File: src/rtl/lwsa_pkg.sv
// shared types and constants for the lattice walk self-avoid checker
`default_nettype none
package lwsa_pkg;

	// coordinate width on each lattice axis (two's complement, wraps)
	localparam int COORD_W = 7;

	// defaults for the top level parameters
	localparam int MAX_LENGTH_DEF = 64;
	localparam int MAX_DIM_DEF    = 128;

	// register file
	localparam int ADDR_W = 3;
	localparam int DATA_W = 32;
	localparam logic REG_WALK_LENGTH = 1'b0;
	localparam logic REG_DIMENSIONS  = 1'b1;
	localparam logic [6:0] WALK_LENGTH_RST = 7'd30;
	localparam logic [7:0] DIMENSIONS_RST  = 8'd2;

	// control handed from the sequencer to the position register and the cells
	typedef struct packed {
		logic shift;   // push the new position into the chain
		logic restart; // walk finished, return to the origin
	} lwsa_ctl_t;

endpackage
`default_nettype wire

File: src/rtl/lwsa_pos.sv
// current lattice position, one coordinate register per axis
`default_nettype none
module lwsa_pos #(
	parameter int MAX_DIM = lwsa_pkg::MAX_DIM_DEF
) (
	input  wire logic                                clk,
	input  wire logic                                arst_n,
	input  wire lwsa_pkg::lwsa_ctl_t                 ctl,
	input  wire logic                                step,
	input  wire logic [7:0]                          axis,
	input  wire logic                                up,
	output logic [MAX_DIM*lwsa_pkg::COORD_W-1:0]     pos
);
	import lwsa_pkg::*;

	logic [8:0] axis_c;

	// axis beyond the last one lands on the last one
	always_comb begin
		if ({1'b0, axis} >= 9'(MAX_DIM)) begin
			axis_c = 9'(MAX_DIM - 1);
		end else begin
			axis_c = {1'b0, axis};
		end
	end

	// one coordinate register per axis, plus or minus one on its step
	for (genvar i = 0; i < MAX_DIM; i++) begin : g_coord
		logic [COORD_W-1:0] coord_q;

		always_ff @(posedge clk or negedge arst_n) begin
			if (!arst_n) begin
				coord_q <= '0;
			end else if (ctl.restart) begin
				coord_q <= '0;
			end else if (step && (axis_c == 9'(i))) begin
				if (up) begin
					coord_q <= coord_q + COORD_W'(1);
				end else begin
					coord_q <= coord_q - COORD_W'(1);
				end
			end
		end

		assign pos[i*COORD_W +: COORD_W] = coord_q;
	end

endmodule
`default_nettype wire

File: config.mk
export PLATFORM = sky130hd
export DESIGN_NAME = lwsa_pos
export DESIGN_NICKNAME = d
export VERILOG_FILES = /design/src/rtl/lwsa_pkg.sv /design/src/rtl/lwsa_pos.sv
export SDC_FILE = /design/constraint.sdc
export NUM_CORES = 2
export LEC_CHECK = 0
export BUFFER_PORTS_ARGS = -buffer_cell sky130_fd_sc_hd__buf_2
export CORE_AREA = 2 2 357 359
export DETAILED_ROUTE_END_ITERATION = 16
export DIE_AREA = 0 0 359 361
export PLACE_DENSITY = 0.73
export SLEW_MARGIN = 20
export SYNTH_ARGS = -nofsm -noshare
export SYNTH_HDL_FRONTEND = slang
export SYNTH_SLANG_ARGS = --single-unit
File: constraint.sdc
create_clock -name clk -period 2.2 [get_ports clk]
set_input_delay 0.55 -clock clk [delete_from_list [all_inputs] [get_ports clk]]
set_output_delay 0.55 -clock clk [all_outputs]
set_load 0.02 [all_outputs]
[Yosys cells after proc, flatten, opt, wreduce, memory -nomap -nowiden]
Cells that the tools add are included.
Operators by class
  magnitude comparators: 1
  equality and inequality tests: 127
  reductions and logical operators: 257
  add/subtract/negate cells: 256
  multiplexer cells: 385
Operators with widths (count)
  2-to-1 mux 7 bit: 384
  adder 7 x 1 -> 7 bit (second input constant): 128
  subtractor 7 x 1 -> 7 bit (second input constant): 128
  equality test 8 x 7 -> 1 bit (second input constant): 64
  equality test 8 x 6 -> 1 bit (second input constant): 32
  nonzero test 2 bit: 128
  equality test 8 x 5 -> 1 bit (second input constant): 16
  logical AND 1 bit: 128
  equality test 8 x 4 -> 1 bit (second input constant): 8
  equality test 8 x 3 -> 1 bit (second input constant): 4
  equality test 8 x 2 -> 1 bit (second input constant): 2
  logical NOT 9 bit: 1
  equality test 8 x 1 -> 1 bit (second input constant): 1
  greater-or-equal comparator 8 bit (second input constant): 1
  2-to-1 mux 8 bit: 1
Storage, ports and cells
  register bits after elaboration: 896
  output and inout port bits: 896
  logic and storage cells: 1154
  input port bits: 14

[Longest topological paths before layout]
  depth after elaboration: 6
  depth in mapped cells: 10
  depth with buffers taken out: 7

[Least setup slack after synthesis]
No wires, ideal clock.
  path type: input-to-reg
  from: input port up
  to: register g_coord[127].coord_q[6]
  stages: 10
  arrival: 20.370 ns
  slack: -18.295 ns
  buffers on the path: 3
  cells stage by stage: inv_1 clkbuf_1 clkbuf_1 clkbuf_1 ha_1 nor2b_1 o31a_1 o22ai_1 mux2i_1 mux2_2
Between the ends
  cells in the longest elaborated chain, start to end: 3
Ends and longest elaborated chain
  from (decl): line lwsa_pos.sv:11  | input wire logic up,
  2-to-1 mux 7 bit: line lwsa_pos.sv:37  | if (up) begin
  2-to-1 mux 7 bit: line lwsa_pos.sv:36  | end else if (step && (axis_c == 9'(i))) begin
  2-to-1 mux 7 bit: line lwsa_pos.sv:34  | end else if (ctl.restart) begin
  to (signal assigned): line lwsa_pos.sv:38  | coord_q <= coord_q + COORD_W'(1);
  to (signal assigned): line lwsa_pos.sv:40  | coord_q <= coord_q - COORD_W'(1);
  to (decl): line lwsa_pos.sv:29  | logic [COORD_W-1:0] coord_q;
No other way between the ends. The select of a mux whose other input is x is not followed.
A chain may end at the register's enable or synchronous reset.

[Worst setup path after layout]
  from: register g_coord[55].coord_q[0]
  to: output port pos[385] (netlist bit)
RTL lines
  from (decl): line lwsa_pos.sv:29
  from (signal assigned): line lwsa_pos.sv:38
  from (signal assigned): line lwsa_pos.sv:40
  to (decl): line lwsa_pos.sv:12  | output logic [MAX_DIM*lwsa_pkg::COORD_W-1:0] pos
No word-level cell between the ends.

==> flow_metrics.py <==
metrics = {
    "status": {
        "status": "complete, no violations",
    },
    "placed_design": {
        "dp_hpwl_mm": 192,
        "place.gp.congestion": 0.970,
        "io_buffers": 908,
        "place_area_mm2": 0.0855,
    },
    "grt": {
        "antenna_found_initial": 11,
        "grt_pass1_vias": 66800,
        "grt_overflow": 0,
        "grt_pass1_wl_mm": 386,
        "grt_use_total_pct": 37.7,
        "grt_max_degree": 95,
    },
    "routing": {
        "drc": 0,
        "via_per_inst": 5.99,
        "drtAntennaViolNets": 0,
        "wl_mm": 249,
        "vias": 67300,
        "wl_per_cell_um": 22.2,
        "drtIter0Drc": 5018,
        "detail_route.first_pass.iterations": 7,
    },
    "worst_setup_path": {
        "worst_r2r_endpoint": "g_coord[64].coord_q[6]",
        "worst_r2r_path_depth": 7,
        "endpoint_kind": "output pin",
        "crit_family": "flip-flops",
        "critPathSlowestCell": "dfrtp_1",
        "crit_fanout": 6,
        "r2r_start": "g_coord[64].coord_q[0]",
        "start_kind": "flip-flop",
        "cpPeakStageDelay_ns": 0.42,
        "crit_type": "flip-flop to output pin",
        "path_cells": "buf_2",
        "arrival_ns": 1.55,
        "worst-path-buf-inv": 1,
        "required_ns": 1.65,
        "rrSetupSlack_ns": 0.16,
    },
    "clocking": {
        "tritoncts": "yes",
        "clockBufferDepth": 3,
        "cts_setup_buffers": 0,
        "clock_sinks": 896,
        "cts_root_buf": "clkbuf_16",
        "clk_latency_ns": 0.74,
        "numCtsBuffers": 110,
        "cts_max_level": 3,
        "clkTransAtPathRegs_ns": 0.06,
    },
    "power": {
        "peakVddDrop_v": 0.000593,
        "p_per_area_mw_per_mm2": 468,
        "p_leak_nw": 45.0,
    },
    "logic_synthesis": {
        "yosys-top-cells-area": "dfrtp_1 (34%), ha_1 (12%), o21ai_0 (6.8%)",
        "synth_most_common_cell": "dfrtp_1",
        "synthArstFlopShare_pct": 100,
        "synth_edf_count": 0,
        "syn_avg_cell_area_um2": 9.07,
        "synth_top_cell_by_area": "dfrtp_1",
        "syn_area_mm2": 0.0654,
        "yosysWarnings": 0,
        "synthDistinctLibCells": 67,
        "synth_nets": 7996,
        "synth_common_cells": "dfrtp_1 (896), o21ai_0 (895), nand2_1 (859)",
        "yosysTopAreaCellShare_pct": 34.3,
        "synth_seq_area_share_pct": 34.3,
        "synth_ff_type": "dfrtp_1",
        "synthCells": 7214,
        "synth-seq-cells": 896,
    },
    "floorplan": {
        "pin_count": 910,
        "die_y_um": 361,
        "die_area_mm2": 0.130,
        "rows": 130,
        "die_w_um": 359,
        "initial_core_util_pct": 52.2,
        "core_area_mm2": 0.125,
    },
    "finish": {
        "synthToLayoutAreaGrowth_pct": 36.7,
        "largest_register_ffs": 896,
        "reg_top3": "g_coord.coord_q x896",
        "registers.top_by_ff_count": "g_coord.coord_q",
        "drive_above_1_share_pct": 29.2,
        "nets": 10300,
        "final_area_mm2": 0.0895,
    },
    "timing": {
        "fin_crit_ns": 2.10,
        "slew_headroom_pct": 49.1,
        "worstMarginPinSlew_ns": 0.763,
        "timing.fmax_mhz": 476,
        "finalCritPeriodShare_pct": 95.5,
        "setup_viol": 0,
        "finClkSkew_ns": 0.0279,
        "setup_tns_ns": 0,
        "rsz0062_at_grt": "no",
        "final-max-slew-violation-count": 0,
        "final-hold-violation-count": 0,
    },
    "run": {
        "maxCapViolCount": 0,
    },
    "worst_hold_path": {
        "hold_path_class": "input pin to async pin",
    },
}
==> worst max path at each step <==
stage                                start                      end  slack, ns  cells past startpoint
floorplan                               up  g_coord[127].coord_q[6]      -1.80                     10
global placement                        up   g_coord[28].coord_q[6]      -0.48                      9
detailed placement                      up   g_coord[28].coord_q[6]      -0.51                      9
CTS                 g_coord[55].coord_q[0]                 pos[385]       0.09                      1
global route        g_coord[81].coord_q[0]   g_coord[81].coord_q[6]       0.04                      7
finish              g_coord[55].coord_q[0]                 pos[385]        0.1                      1
==> repair_timing <==
action,in CTS,in global routing
resized for setup,0,1
hold buffers,1,0
endpoints found under the setup margin,0,1
endpoints found under the hold margin,5,0
==> per-layer routing <==
metal	wire length (um)	track usage, %	part of all wire, %	vias to the layer above
li1	-	-	-	31200
met4	20400	26.6	8.2	0
met1	94200	43.7	38	32900
met2	114000	61.1	46	2436
met5	0	0	0	-
met3	20800	9.64	8.3	774
==> cell families (layout without fill, tap and decap cells) <==
logic type                 after synthesis  count (layout)  share of synthesized area, %
AOI/OAI and AO/OA                     2528            2528                          24.7
and+or+nand+nor                       2078            2078                          15.4
DFF                                    896             896                          34.3
adders and majority gates              768             768                          16.2
buffers and inverters                  453            2809                          2.69
xor gates and xnor gates               378             378                          5.06
muxes                                  113             113                          1.74
other                                    0               8                             0
==> report_power, final <==
part           switching [mW]  internal (mW)  total (mW)
clock                    7.80           12.1        19.9
sequential             0.0429           16.5        16.6
combinational            3.10           2.38        5.48
total                    10.9           31.0        41.9
==> metrics by stage <==
stage	setup WS, ns	total power, mW	cells	hold WS, ns	util (%)
floorplan	-1.80	19.5	7214	0.254	-
global placement	-0.480	22.1	11000	0.472	68.2
detailed placement	-0.514	22.3	11000	0.479	68.2
CTS	0.0887	42.1	11200	0.271	71.3
global route	0.0412	43.3	11200	0.311	71.3
finish	0.0988	41.9	11200	0.303	71.3
==> final cells by class <==
cell class,instances,area (um^2)
flip-flops and latches,896,22400
clock inverters,44,619
repair buffers,2339,16900
multi-input cells,5865,43100
diodes,8,20.0
clock buffers,159,3290
fillers,9451,35900
well taps,1650,2060
inverters,267,1030
==> placed cells by master, fill, tap and decap left out, drive strengths merged, types with 35 or more instances in the layout <==
cell type,count
inv,268
a32o,86
nor3,179
and3,71
o21a,126
a21oi,528
nor3b,51
or3,62
nand3b,35
xor2,372
a311oi,79
o21ai,895
buf,2337
a211o,52
ha,640
o31a,69
nand4,54
o21bai,128
o31ai,65
clkbuf,160
nor2b,346
a21o,147
fa,128
a211oi,142
nand2,859
mux2i,108
dfrtp,896
nand3,83
a311o,39
nor2,277
Power figures use the tool's default switching activity.
